$ cat config.mk
export PLATFORM = sky130hd
export DESIGN_NAME = sha256_cascade_three_round_pair_flat
export DESIGN_NICKNAME = d
export VERILOG_FILES = /design/src/rtl/core/s256c_pkg.sv /design/src/rtl/core/s256c_in_if.sv /design/src/rtl/core/s256c_out_if.sv /design/src/rtl/core/s256c_cell.sv /design/src/rtl/core/sha256_cascade_three_round_pair.sv /design/src/flat_wrapper.sv
export VERILOG_INCLUDE_DIRS = /design/src /design/src/rtl/core
export SDC_FILE = /design/constraint.sdc
export NUM_CORES = 2
export LEC_CHECK = 0
export ABC_AREA = 1
export BUFFER_PORTS_ARGS = -buffer_cell sky130_fd_sc_hd__buf_2
export CORE_AREA = 2 2 579 581
export DETAILED_ROUTE_END_ITERATION = 8
export DIE_AREA = 0 0 581 583
export PLACE_DENSITY = 0.75
export SETUP_SLACK_MARGIN = 0.05
export SLEW_MARGIN = 25
export SYNTH_ARGS = -nofsm -noshare
export SYNTH_HDL_FRONTEND = slang
export SYNTH_HIERARCHICAL = 1
export SYNTH_SLANG_ARGS = --single-unit
export TNS_END_PERCENT = 1
$ cat constraint.sdc
create_clock -name clk -period 78.9 [get_ports clk]
set_input_delay 11.835 -clock clk [delete_from_list [all_inputs] [get_ports clk]]
set_output_delay 11.835 -clock clk [all_outputs]
set_load 0.05 [all_outputs]
$ cat src/rtl/core/assert_macros.svh
// assertion macros used by the round cell
`ifndef ASSERT_MACROS_SVH
`define ASSERT_MACROS_SVH

// same-cycle implication, disabled during reset
`define ASSERT_SAME(label, clk, rst_n, pre, post) \
  label: assert property (@(posedge clk) disable iff (!rst_n) (pre) |-> (post)) \
    else $error("assertion failed: same-cycle check");

// next-cycle implication, disabled during reset
`define ASSERT_NEXT(label, clk, rst_n, pre, post) \
  label: assert property (@(posedge clk) disable iff (!rst_n) (pre) |=> (post)) \
    else $error("assertion failed: next-cycle check");

`endif

$ cat src/rtl/core/s256c_pkg.sv
// types, constants and round functions for the sha-256 cascade pipeline
package s256c_pkg;

  localparam int unsigned WORD_W     = 32;
  localparam int unsigned PAIR_W     = 2 * WORD_W;
  localparam int unsigned NUM_REGS   = 8;
  localparam int unsigned CFG_IDX_W  = $clog2(NUM_REGS);
  localparam int unsigned NUM_ROUNDS = 3;

  typedef logic [WORD_W-1:0]    word_t;
  typedef logic [PAIR_W-1:0]    pair_word_t;
  typedef logic [CFG_IDX_W-1:0] cfg_idx_t;
  typedef word_t [NUM_REGS-1:0] state_t;

  typedef struct packed {
    state_t                  s1;
    state_t                  s2;
    word_t [NUM_ROUNDS-1:0]  w;
  } pair_t;

  localparam word_t [NUM_ROUNDS-1:0] ROUND_K = '{
    32'h8cc70208, 32'h84c87814, 32'h78a5636f
  };

  localparam int unsigned REG_A = 0;
  localparam int unsigned REG_B = 1;
  localparam int unsigned REG_C = 2;
  localparam int unsigned REG_D = 3;
  localparam int unsigned REG_E = 4;
  localparam int unsigned REG_F = 5;
  localparam int unsigned REG_G = 6;
  localparam int unsigned REG_H = 7;

  function automatic word_t rotr(input word_t x, input int unsigned n);
    return word_t'((x >> n) | (x << (WORD_W - n)));
  endfunction

  function automatic word_t big_sig0(input word_t x);
    return rotr(x, 2) ^ rotr(x, 13) ^ rotr(x, 22);
  endfunction

  function automatic word_t big_sig1(input word_t x);
    return rotr(x, 6) ^ rotr(x, 11) ^ rotr(x, 25);
  endfunction

  function automatic word_t choose(input word_t e, input word_t f, input word_t g);
    return (e & f) ^ (~e & g);
  endfunction

  function automatic word_t major(input word_t a, input word_t b, input word_t c);
    return (a & b) ^ (a & c) ^ (b & c);
  endfunction

endpackage

$ cat src/rtl/core/s256c_in_if.sv
// request channel carrying the three message-1 schedule words
interface s256c_in_if;
  logic                  valid;
  logic                  ready;
  s256c_pkg::word_t      word_round57;
  s256c_pkg::word_t      word_round58;
  s256c_pkg::word_t      word_round59;

  modport source (output valid, word_round57, word_round58, word_round59, input ready);
  modport sink   (input valid, word_round57, word_round58, word_round59, output ready);
endinterface

$ cat src/rtl/core/s256c_out_if.sv
// result channel carrying both working states after round 59
interface s256c_out_if;
  logic                    valid;
  logic                    ready;
  s256c_pkg::pair_word_t   result_pair_a;
  s256c_pkg::pair_word_t   result_pair_b;
  s256c_pkg::pair_word_t   result_pair_c;
  s256c_pkg::pair_word_t   result_pair_d;
  s256c_pkg::pair_word_t   result_pair_e;
  s256c_pkg::pair_word_t   result_pair_f;
  s256c_pkg::pair_word_t   result_pair_g;
  s256c_pkg::pair_word_t   result_pair_h;

  modport source (output valid, result_pair_a, result_pair_b, result_pair_c, result_pair_d,
                  result_pair_e, result_pair_f, result_pair_g, result_pair_h, input ready);
  modport sink   (input valid, result_pair_a, result_pair_b, result_pair_c, result_pair_d,
                  result_pair_e, result_pair_f, result_pair_g, result_pair_h, output ready);
endinterface

$ cat src/rtl/core/s256c_cell.sv
// one cascade round on a pair of states, two register stages
`include "assert_macros.svh"

module s256c_cell (
  input  logic              clk,
  input  logic              rst_n,
  input  logic              in_vld,
  output logic              in_rdy,
  input  s256c_pkg::pair_t  in_data,
  input  s256c_pkg::word_t  k,
  output logic              out_vld,
  input  logic              out_rdy,
  output s256c_pkg::pair_t  out_data
);
  import s256c_pkg::*;

  logic   vld_a_r, vld_b_r;
  logic   rdy_a, rdy_b;
  pair_t  data_a_r, data_b_r, data_b_nxt;
  word_t  p1_r, t2_1_r, t2_2_r;
  word_t  p1_nxt, t2_1_nxt, t2_2_nxt;
  word_t  sum1, a_new, e1_new, e2_new;

  assign rdy_b  = !vld_b_r || out_rdy;
  assign rdy_a  = !vld_a_r || rdy_b;
  assign in_rdy = rdy_a;

  // stage a: partial t1 of message 1 and t2 of both states
  always_comb begin
    p1_nxt   = in_data.s1[REG_H] + big_sig1(in_data.s1[REG_E])
             + choose(in_data.s1[REG_E], in_data.s1[REG_F], in_data.s1[REG_G]) + k;
    t2_1_nxt = big_sig0(in_data.s1[REG_A])
             + major(in_data.s1[REG_A], in_data.s1[REG_B], in_data.s1[REG_C]);
    t2_2_nxt = big_sig0(in_data.s2[REG_A])
             + major(in_data.s2[REG_A], in_data.s2[REG_B], in_data.s2[REG_C]);
  end

  // stage b: cascade makes both new a equal; message-2 e follows from it
  always_comb begin
    sum1   = p1_r + data_a_r.w[0];
    a_new  = sum1 + t2_1_r;
    e1_new = data_a_r.s1[REG_D] + sum1;
    e2_new = data_a_r.s2[REG_D] + a_new - t2_2_r;

    data_b_nxt        = data_a_r;
    data_b_nxt.s1[REG_A] = a_new;
    data_b_nxt.s1[REG_B] = data_a_r.s1[REG_A];
    data_b_nxt.s1[REG_C] = data_a_r.s1[REG_B];
    data_b_nxt.s1[REG_D] = data_a_r.s1[REG_C];
    data_b_nxt.s1[REG_E] = e1_new;
    data_b_nxt.s1[REG_F] = data_a_r.s1[REG_E];
    data_b_nxt.s1[REG_G] = data_a_r.s1[REG_F];
    data_b_nxt.s1[REG_H] = data_a_r.s1[REG_G];
    data_b_nxt.s2[REG_A] = a_new;
    data_b_nxt.s2[REG_B] = data_a_r.s2[REG_A];
    data_b_nxt.s2[REG_C] = data_a_r.s2[REG_B];
    data_b_nxt.s2[REG_D] = data_a_r.s2[REG_C];
    data_b_nxt.s2[REG_E] = e2_new;
    data_b_nxt.s2[REG_F] = data_a_r.s2[REG_E];
    data_b_nxt.s2[REG_G] = data_a_r.s2[REG_F];
    data_b_nxt.s2[REG_H] = data_a_r.s2[REG_G];
    // next cell takes the following word
    for (int i = 0; i < NUM_ROUNDS - 1; i++) begin
      data_b_nxt.w[i] = data_a_r.w[i+1];
    end
    data_b_nxt.w[NUM_ROUNDS-1] = '0;
  end

  always_ff @(posedge clk) begin
    if (!rst_n) begin
      vld_a_r <= 1'b0;
      vld_b_r <= 1'b0;
    end else begin
      if (rdy_a) begin
        vld_a_r <= in_vld;
      end
      if (rdy_b) begin
        vld_b_r <= vld_a_r;
      end
    end
  end

  always_ff @(posedge clk) begin
    if (rdy_a && in_vld) begin
      data_a_r <= in_data;
      p1_r     <= p1_nxt;
      t2_1_r   <= t2_1_nxt;
      t2_2_r   <= t2_2_nxt;
    end
    if (rdy_b && vld_a_r) begin
      data_b_r <= data_b_nxt;
    end
  end

  assign out_vld  = vld_b_r;
  assign out_data = data_b_r;

  `ASSERT_SAME(a_cascade_equal, clk, rst_n, vld_b_r, data_b_r.s1[REG_A] == data_b_r.s2[REG_A])
  `ASSERT_NEXT(a_stall_hold, clk, rst_n, vld_b_r && !out_rdy, vld_b_r && $stable(data_b_r))
  `ASSERT_NEXT(a_stage_a_hold, clk, rst_n, vld_a_r && vld_b_r && !out_rdy, vld_a_r)

endmodule

$ cat src/rtl/core/sha256_cascade_three_round_pair.sv
// top level: configuration registers and a chain of three cascade round cells
//
//  channel | dir | contents
//  in_ch   | in  | word_round57..59, 32 bits each
//  out_ch  | out | result_pair_a..h, message 1 high, message 2 low
//  cfg_*   | in  | write enable, register index a..h, 64-bit data
//
// one request per cycle unless the output stalls; it passes stage a then b of each cell
// each round cell has two register stages; the last stage is the output register
// ready runs back combinationally through all six stages, so bubbles close up under stalls
// reset clears all stage valids and the base registers to zero
module sha256_cascade_three_round_pair (
  input  logic                     clk,
  input  logic                     rst_n,
  s256c_in_if.sink                 in_ch,
  s256c_out_if.source              out_ch,
  input  logic                     cfg_we,
  input  s256c_pkg::cfg_idx_t      cfg_idx,
  input  s256c_pkg::pair_word_t    cfg_wdata
);
  import s256c_pkg::*;

  pair_word_t [NUM_REGS-1:0] base_r;
  logic  [NUM_ROUNDS:0] vld;
  logic  [NUM_ROUNDS:0] rdy;
  pair_t [NUM_ROUNDS:0] data;

  always_ff @(posedge clk) begin
    if (!rst_n) begin
      base_r <= '0;
    end else if (cfg_we) begin
      base_r[cfg_idx] <= cfg_wdata;
    end
  end

  always_comb begin
    for (int i = 0; i < NUM_REGS; i++) begin
      data[0].s1[i] = base_r[i][PAIR_W-1:WORD_W];
      data[0].s2[i] = base_r[i][WORD_W-1:0];
    end
    data[0].w[0] = in_ch.word_round57;
    data[0].w[1] = in_ch.word_round58;
    data[0].w[2] = in_ch.word_round59;
  end

  assign vld[0]      = in_ch.valid;
  assign in_ch.ready = rdy[0];

  for (genvar r = 0; r < NUM_ROUNDS; r++) begin : g_cell
    s256c_cell u_cell (
      .clk      (clk),
      .rst_n    (rst_n),
      .in_vld   (vld[r]),
      .in_rdy   (rdy[r]),
      .in_data  (data[r]),
      .k        (ROUND_K[r]),
      .out_vld  (vld[r+1]),
      .out_rdy  (rdy[r+1]),
      .out_data (data[r+1])
    );
  end

  assign rdy[NUM_ROUNDS]      = out_ch.ready;
  assign out_ch.valid         = vld[NUM_ROUNDS];
  assign out_ch.result_pair_a = {data[NUM_ROUNDS].s1[REG_A], data[NUM_ROUNDS].s2[REG_A]};
  assign out_ch.result_pair_b = {data[NUM_ROUNDS].s1[REG_B], data[NUM_ROUNDS].s2[REG_B]};
  assign out_ch.result_pair_c = {data[NUM_ROUNDS].s1[REG_C], data[NUM_ROUNDS].s2[REG_C]};
  assign out_ch.result_pair_d = {data[NUM_ROUNDS].s1[REG_D], data[NUM_ROUNDS].s2[REG_D]};
  assign out_ch.result_pair_e = {data[NUM_ROUNDS].s1[REG_E], data[NUM_ROUNDS].s2[REG_E]};
  assign out_ch.result_pair_f = {data[NUM_ROUNDS].s1[REG_F], data[NUM_ROUNDS].s2[REG_F]};
  assign out_ch.result_pair_g = {data[NUM_ROUNDS].s1[REG_G], data[NUM_ROUNDS].s2[REG_G]};
  assign out_ch.result_pair_h = {data[NUM_ROUNDS].s1[REG_H], data[NUM_ROUNDS].s2[REG_H]};

endmodule

$ cat src/flat_wrapper.sv
// flat-port wrapper written by rule: the top's interface ports become plain ports
module sha256_cascade_three_round_pair_flat import s256c_pkg::*;
  (clk, rst_n, cfg_we, cfg_idx, cfg_wdata, in_ch_valid, in_ch_word_round57, in_ch_word_round58, in_ch_word_round59, in_ch_ready, out_ch_valid, out_ch_result_pair_a, out_ch_result_pair_b, out_ch_result_pair_c, out_ch_result_pair_d, out_ch_result_pair_e, out_ch_result_pair_f, out_ch_result_pair_g, out_ch_result_pair_h, out_ch_ready);
  s256c_in_if in_ch_i ();
  s256c_out_if out_ch_i ();
  input  logic clk;
  input  logic rst_n;
  input  logic cfg_we;
  input  s256c_pkg::cfg_idx_t cfg_idx;
  input  s256c_pkg::pair_word_t cfg_wdata;
  input wire logic [$bits(in_ch_i.valid)-1:0] in_ch_valid;
  input wire logic [$bits(in_ch_i.word_round57)-1:0] in_ch_word_round57;
  input wire logic [$bits(in_ch_i.word_round58)-1:0] in_ch_word_round58;
  input wire logic [$bits(in_ch_i.word_round59)-1:0] in_ch_word_round59;
  output wire logic [$bits(in_ch_i.ready)-1:0] in_ch_ready;
  output wire logic [$bits(out_ch_i.valid)-1:0] out_ch_valid;
  output wire logic [$bits(out_ch_i.result_pair_a)-1:0] out_ch_result_pair_a;
  output wire logic [$bits(out_ch_i.result_pair_b)-1:0] out_ch_result_pair_b;
  output wire logic [$bits(out_ch_i.result_pair_c)-1:0] out_ch_result_pair_c;
  output wire logic [$bits(out_ch_i.result_pair_d)-1:0] out_ch_result_pair_d;
  output wire logic [$bits(out_ch_i.result_pair_e)-1:0] out_ch_result_pair_e;
  output wire logic [$bits(out_ch_i.result_pair_f)-1:0] out_ch_result_pair_f;
  output wire logic [$bits(out_ch_i.result_pair_g)-1:0] out_ch_result_pair_g;
  output wire logic [$bits(out_ch_i.result_pair_h)-1:0] out_ch_result_pair_h;
  input wire logic [$bits(out_ch_i.ready)-1:0] out_ch_ready;
  assign in_ch_i.valid = in_ch_valid;
  assign in_ch_i.word_round57 = in_ch_word_round57;
  assign in_ch_i.word_round58 = in_ch_word_round58;
  assign in_ch_i.word_round59 = in_ch_word_round59;
  assign in_ch_ready = in_ch_i.ready;
  assign out_ch_valid = out_ch_i.valid;
  assign out_ch_result_pair_a = out_ch_i.result_pair_a;
  assign out_ch_result_pair_b = out_ch_i.result_pair_b;
  assign out_ch_result_pair_c = out_ch_i.result_pair_c;
  assign out_ch_result_pair_d = out_ch_i.result_pair_d;
  assign out_ch_result_pair_e = out_ch_i.result_pair_e;
  assign out_ch_result_pair_f = out_ch_i.result_pair_f;
  assign out_ch_result_pair_g = out_ch_i.result_pair_g;
  assign out_ch_result_pair_h = out_ch_i.result_pair_h;
  assign out_ch_i.ready = out_ch_ready;
  sha256_cascade_three_round_pair u_core (.clk(clk), .rst_n(rst_n), .in_ch(in_ch_i), .out_ch(out_ch_i), .cfg_we(cfg_we), .cfg_idx(cfg_idx), .cfg_wdata(cfg_wdata));
endmodule
# Word level (Yosys, flattened, before mapping)
# Index checks and enable logic that the tools add are counted.
totals:
  regBits: 3494
  input_bits: 168
  out_inout_bits: 514
  elab_cells: 237
classes:
  addsub: 30
  order_cmp: 2
  n_mux: 3
  bitwise_logic: 76
  reduce_logical: 19
ops:
  columns: ["cell", "n"]
  rows:
  - ["$xor A32 B32 Y32", 29]
  - ["$add A32 B32 Y32", 24]
  - ["$and A32 B32 Y32", 23]
  - ["$bwmux W512", 1]
  - ["$demux W64 S3", 1]
  - ["$or A10 B32 Y32", 4]
  - ["$or A19 B32 Y32", 4]
  - ["$or A30 B32 Y32", 4]
  - ["$not A32 Y32", 3]
  - ["$or A21 B32 Y32", 3]
  - ["$or A26 B32 Y32", 3]
  - ["$or A7 B32 Y32", 3]
  - ["$sub A32 B32 Y32", 3]
  - ["$add A32 B32 Y32 const B", 2]
  - ["$mux W64", 1]
  - ["$add A32 B31 Y32 const B", 1]
  - ["$logic_and A1 B1 Y1", 7]
  - ["$logic_not A1 Y1", 6]
  - ["$logic_or A1 B1 Y1", 6]
  - ["$lt A3 B4 Y1 const B", 1]
  - ["$ge A3 B1 Y1 const B", 1]

# Logic depth before layout (Yosys ltp)
logic_depth:
  ltp_word: 8
  ltp_mapped: 39
  ltp_nobuf: 39

# By module
# Netlist, hierarchy kept.
modules_own_cells:
  columns: ["module", "instances", "cells_per_inst", "area_each_um2", "seq_area_each_um2"]
  rows:
  - ["s256c_cell at u_core.g_cell[0].u_cell", 1, 4002, 54126.9, 35594.1]
  - ["s256c_cell at u_core.g_cell[1].u_cell", 1, 3981, 53946.7, 35594.1]
  - ["s256c_cell at u_core.g_cell[2].u_cell", 1, 3974, 53892.9, 35594.1]
  - ["sha256_cascade_three_round_pair", 1, 2860, 20149.3, 10249.8]

# Least setup slack after synthesis
# Ideal clock, no wire load.
synth_path:
  path_kind: "input to register"
  start: "input out_ch_ready"
  end: "register u_core.g_cell[0].u_cell.data_b_r, in the netlist u_core/g_cell[0].u_cell/out_data[0], enable pin"
  setup_time_ps: 1632
  t_arrival_ps: 38268
  required_ps: 77268
  setup_slack_ps: 39000
  stages: 6
  n_path_buf: 0
  cell_sequence: "inv_1 -> nand3_1 -> inv_1 -> nand3_1 -> inv_1 -> a21oi_1"
synth_via:
  elab_chain_len: 6
synth_rtl:
  columns: ["element", "line_no", "rtl"]
  rows:
  - ["from (decl)", "flat_wrapper.sv:25", "input wire logic [$bits(out_ch_i.ready)-1:0] out_ch_ready;"]
  - ["$logic_or A1 B1 Y1", "s256c_cell.sv:24", "assign rdy_b = !vld_b_r || out_rdy;"]
  - ["$logic_or A1 B1 Y1", "s256c_cell.sv:25", "assign rdy_a = !vld_a_r || rdy_b;"]
  - ["via u_core.rdy[2]", "sha256_cascade_three_round_pair.sv:25", "logic [NUM_ROUNDS:0] rdy;"]
  - ["$logic_or A1 B1 Y1", "s256c_cell.sv:24", null]
  - ["$logic_or A1 B1 Y1", "s256c_cell.sv:25", null]
  - ["via u_core.rdy[1]", "sha256_cascade_three_round_pair.sv:25", null]
  - ["$logic_or A1 B1 Y1", "s256c_cell.sv:24", null]
  - ["$logic_and A1 B1 Y1", "s256c_cell.sv:90", "if (rdy_b && vld_a_r) begin"]
  - ["to (signal assigned)", "s256c_cell.sv:91", "data_b_r <= data_b_nxt;"]
  - ["to (decl)", "s256c_cell.sv:19", "pair_t data_a_r, data_b_r, data_b_nxt;"]
# The timed path passes the listed nets, and every way through them passes these cells.
# A chain may end at the register's enable or synchronous reset.

# Final worst setup path
layout_path:
  start: "input out_ch_ready"
  end: "output in_ch_ready"
layout_via:
  elab_chain_len: 6
layout_rtl:
  columns: ["element", "line_no", "rtl"]
  rows:
  - ["$logic_or A1 B1 Y1", "s256c_cell.sv:24", null]
  - ["$logic_or A1 B1 Y1", "s256c_cell.sv:25", null]
  - ["via u_core.rdy[2]", "sha256_cascade_three_round_pair.sv:25", null]
  - ["$logic_or A1 B1 Y1", "s256c_cell.sv:24", null]
  - ["$logic_or A1 B1 Y1", "s256c_cell.sv:25", null]
  - ["via u_core.rdy[1]", "sha256_cascade_three_round_pair.sv:25", null]
  - ["$logic_or A1 B1 Y1", "s256c_cell.sv:24", null]
  - ["$logic_or A1 B1 Y1", "s256c_cell.sv:25", null]
  - ["to (decl)", "flat_wrapper.sv:15", "output wire logic [$bits(in_ch_i.ready)-1:0] in_ch_ready;"]
# The timed path passes the listed nets, and every way through them passes these cells.

==> key figures <==
Run status
  – Outcome: finished clean

Clocking
  – CTS buffer count: 357
  – Clk Latency, worst-skew pair: 0.97 ns
  – Resized cells post-CTS: 0
  – Post-CTS setup buffers: 0
  – Clock sinks: about 3,600
  – Htree depth: 5
  – Root Buffer: clkbuf_16
  – TritonCTS clock tree: built
  – CTS Hold Buffers Added: 0
  – Clock Path Buffers: 4
  – CTS clk-pin slew, worst paths: 0.06 ns

Logic synthesis
  – Avg Synthesized Cell Area: roughly 12 um2
  – Ys Warns: 6
  – Post-synthesis cell count: 13,800
  – Synth Cell Area: roughly 170,000 um2

Cells and area
  – Fin cells: 19,500
  – Nets@finish: 15,900
  – Util after Layout: between 50% and 60%
  – Area growth syn-to-layout: 12.1%
  – Filler cells: 27,100
  – Share of post-route cells with drive strength above 1: 11.0%

Route
  – Via count: 106,000
  – DR pass1 iterations: 6
  – Routed length per instance: roughly 26 um
  – Post-route ant nets: 0
  – Avg Vias per Cell: 5.45
  – DR iter-0 viols: between 10,000 and 15,000
  – Drt total wl: 499 mm
  – DRC viols: 0

STA
  – RSZ-0062 raised after global routing: false
  – Final setup fails: 0
  – Final Hold Viols: 0
  – Setup_tns: 0 ns
  – Final min period: 24.82 ns
  – FMAX: 0.0403 GHz
  – Crit share post-route: 31.5%
  – Worst hold slack: 0.402 ns
  – Worst-margin pin slew: 1.19 ns
  – Final slew viol count: 0
  – Slew HR: 20.8%
  – Final setup skew: 0.0451 ns

Critical path
  – CP Data Required Time: 67.07 ns
  – CP max-delay cell: buf_2
  – Max incr delay on CP: 0.24 ns
  – Crit path capture type: output pin
  – Worst Path Arrival: 12.98 ns
  – Reg-to-reg startpoint: u_core/g_cell[2].u_cell/p1_r[0]
  – CP max FO: 3
  – Crit path kind: primary input to output pin
  – CP Cell Sequence: buf_2, inv_1, nand3_1, inv_1, nand3_1, inv_1, nand3_1, buf_2
  – Worst setup SP type: primary input
  – Critical path origin: out_ch_ready

Place
  – Post-detail-place hpwl: 382 mm
  – GPL Wtd Cong: 0.986
  – Port Buffer Count: slightly below 700
  – Cell Count Post-Placement: 18,800

Global routing
  – Grt ovf: 0
  – Largest net degree at the start of global routing: 186
  – Met2 Usage GRT: 44.1%
  – Vias in the first global route: ~100k
  – First-pass GRT wire length: 703 mm
  – Met1 Resource Use GR: between 40% and 50%
  – Initial antenna violation count: 45
  – Met3 Track Usage GR: between 4 and 5%
  – Tot GR Track Use: 28.9%
  – Gr busiest metal: met2

Floorplanning
  – Core area: 332,000 um2
  – Chip width: 581 um
  – Chip Height: between 500 and 600 um
  – Placement row count: 212
  – Num ports: 682
  – Die area: roughly 340,000 um2
  – Initial Util: between 50% and 60%

Run
  – Max-cap check violation count: 0

Min path
  – Worst min-delay path startpoint: u_core/g_cell[1].u_cell/data_a_r[41]
  – Worst Hold Class: flip-flop to flip-flop
-- cell usage in the layout, fill, tap and decap left out, types with 18 or more instances in the layout --
master,n
conb_1,96
clkbuf_16,368
maj3_1,186
diode_2,21
buf_4,75
ha_1,663
nand4_1,52
nand3_1,598
clkinv_2,49
nor2_1,1365
nor3_1,141
clkbuf_1,69
o21ai_0,291
bufinv_16,23
o21ai_2,69
dfxtp_1,422
buf_2,680
clkinv_1,55
inv_1,1823
xor2_1,747
o21ai_1,20
o21bai_1,90
inv_6,18
a21o_1,76
edfxtp_1,3168
nand3_2,21
a31oi_1,82
nand2_2,52
a21oi_2,47
a21oi_1,621
nand2_1,1915
fa_1,294
mux2_2,93
xnor2_1,443
a221oi_1,49
o21a_1,29
-- metal layers --
metal | up-vias | wire length, um
met5 | - | 124
met4 | 18 | 20900
met3 | 819 | 46000
met2 | 5376 | 221000
met1 | 51200 | 210000
li1 | 48700 | -
-- layout make-up --
type	instances	area (um2)	area share (%)
repair buffers	781	4420	2.37
inverters	1836	6920	3.71
flip-flops and latches	3590	104000	55.6
well taps	4387	5490	2.94
clock buffers	454	9700	5.20
diodes	21	52.6	0.0282
multi-input cells	8214	54400	29.2
clock inverters	194	1880	1.01
-- critical path: cells and delay by family --
family        cells  cell delay, ns
buf+inv           5            0.76
simple gates      3            0.39
-- state kept, by name, summed over array words and instances (netlist names) --
signal,count
u_core/g_cell.u_cell/out_data,1440
u_core/g_cell.u_cell/t2_2_r,96
u_core/g_cell.u_cell/p1_r,96
u_core/g_cell.u_cell/data_a_r,1440
u_core/g_cell.u_cell/out_vld,3
u_core/g_cell.u_cell/t2_1_r,96
u_core/base_r,416
u_core/g_cell.u_cell/vld_a_r,3
-- metrics by stage --
step,area (um2),setup slack [ns]
after floorplan,167000,42.21
after global placement,174000,54.06
after detailed placement,175000,54.08
after CTS,186000,54.07
after global routing,186000,53.95
final,186000,54.08
-- worst paths after layout --
| kind | cells past startpoint | end | slack (ns) |
|---|---|---|---|
| max | 8 | in_ch_ready | 54.08 |
| min | 0 | u_core/g_cell[1].u_cell/out_data[9] | 0.40 |
| max reg2reg | 31 | u_core/g_cell[2].u_cell/out_data[255] | 70.86 |
| min reg2reg | 0 | u_core/g_cell[1].u_cell/out_data[9] | 0.40 |
Power is not shown: default switching activity piles up to over one toggle a cycle in this logic, so the estimate is an artifact.
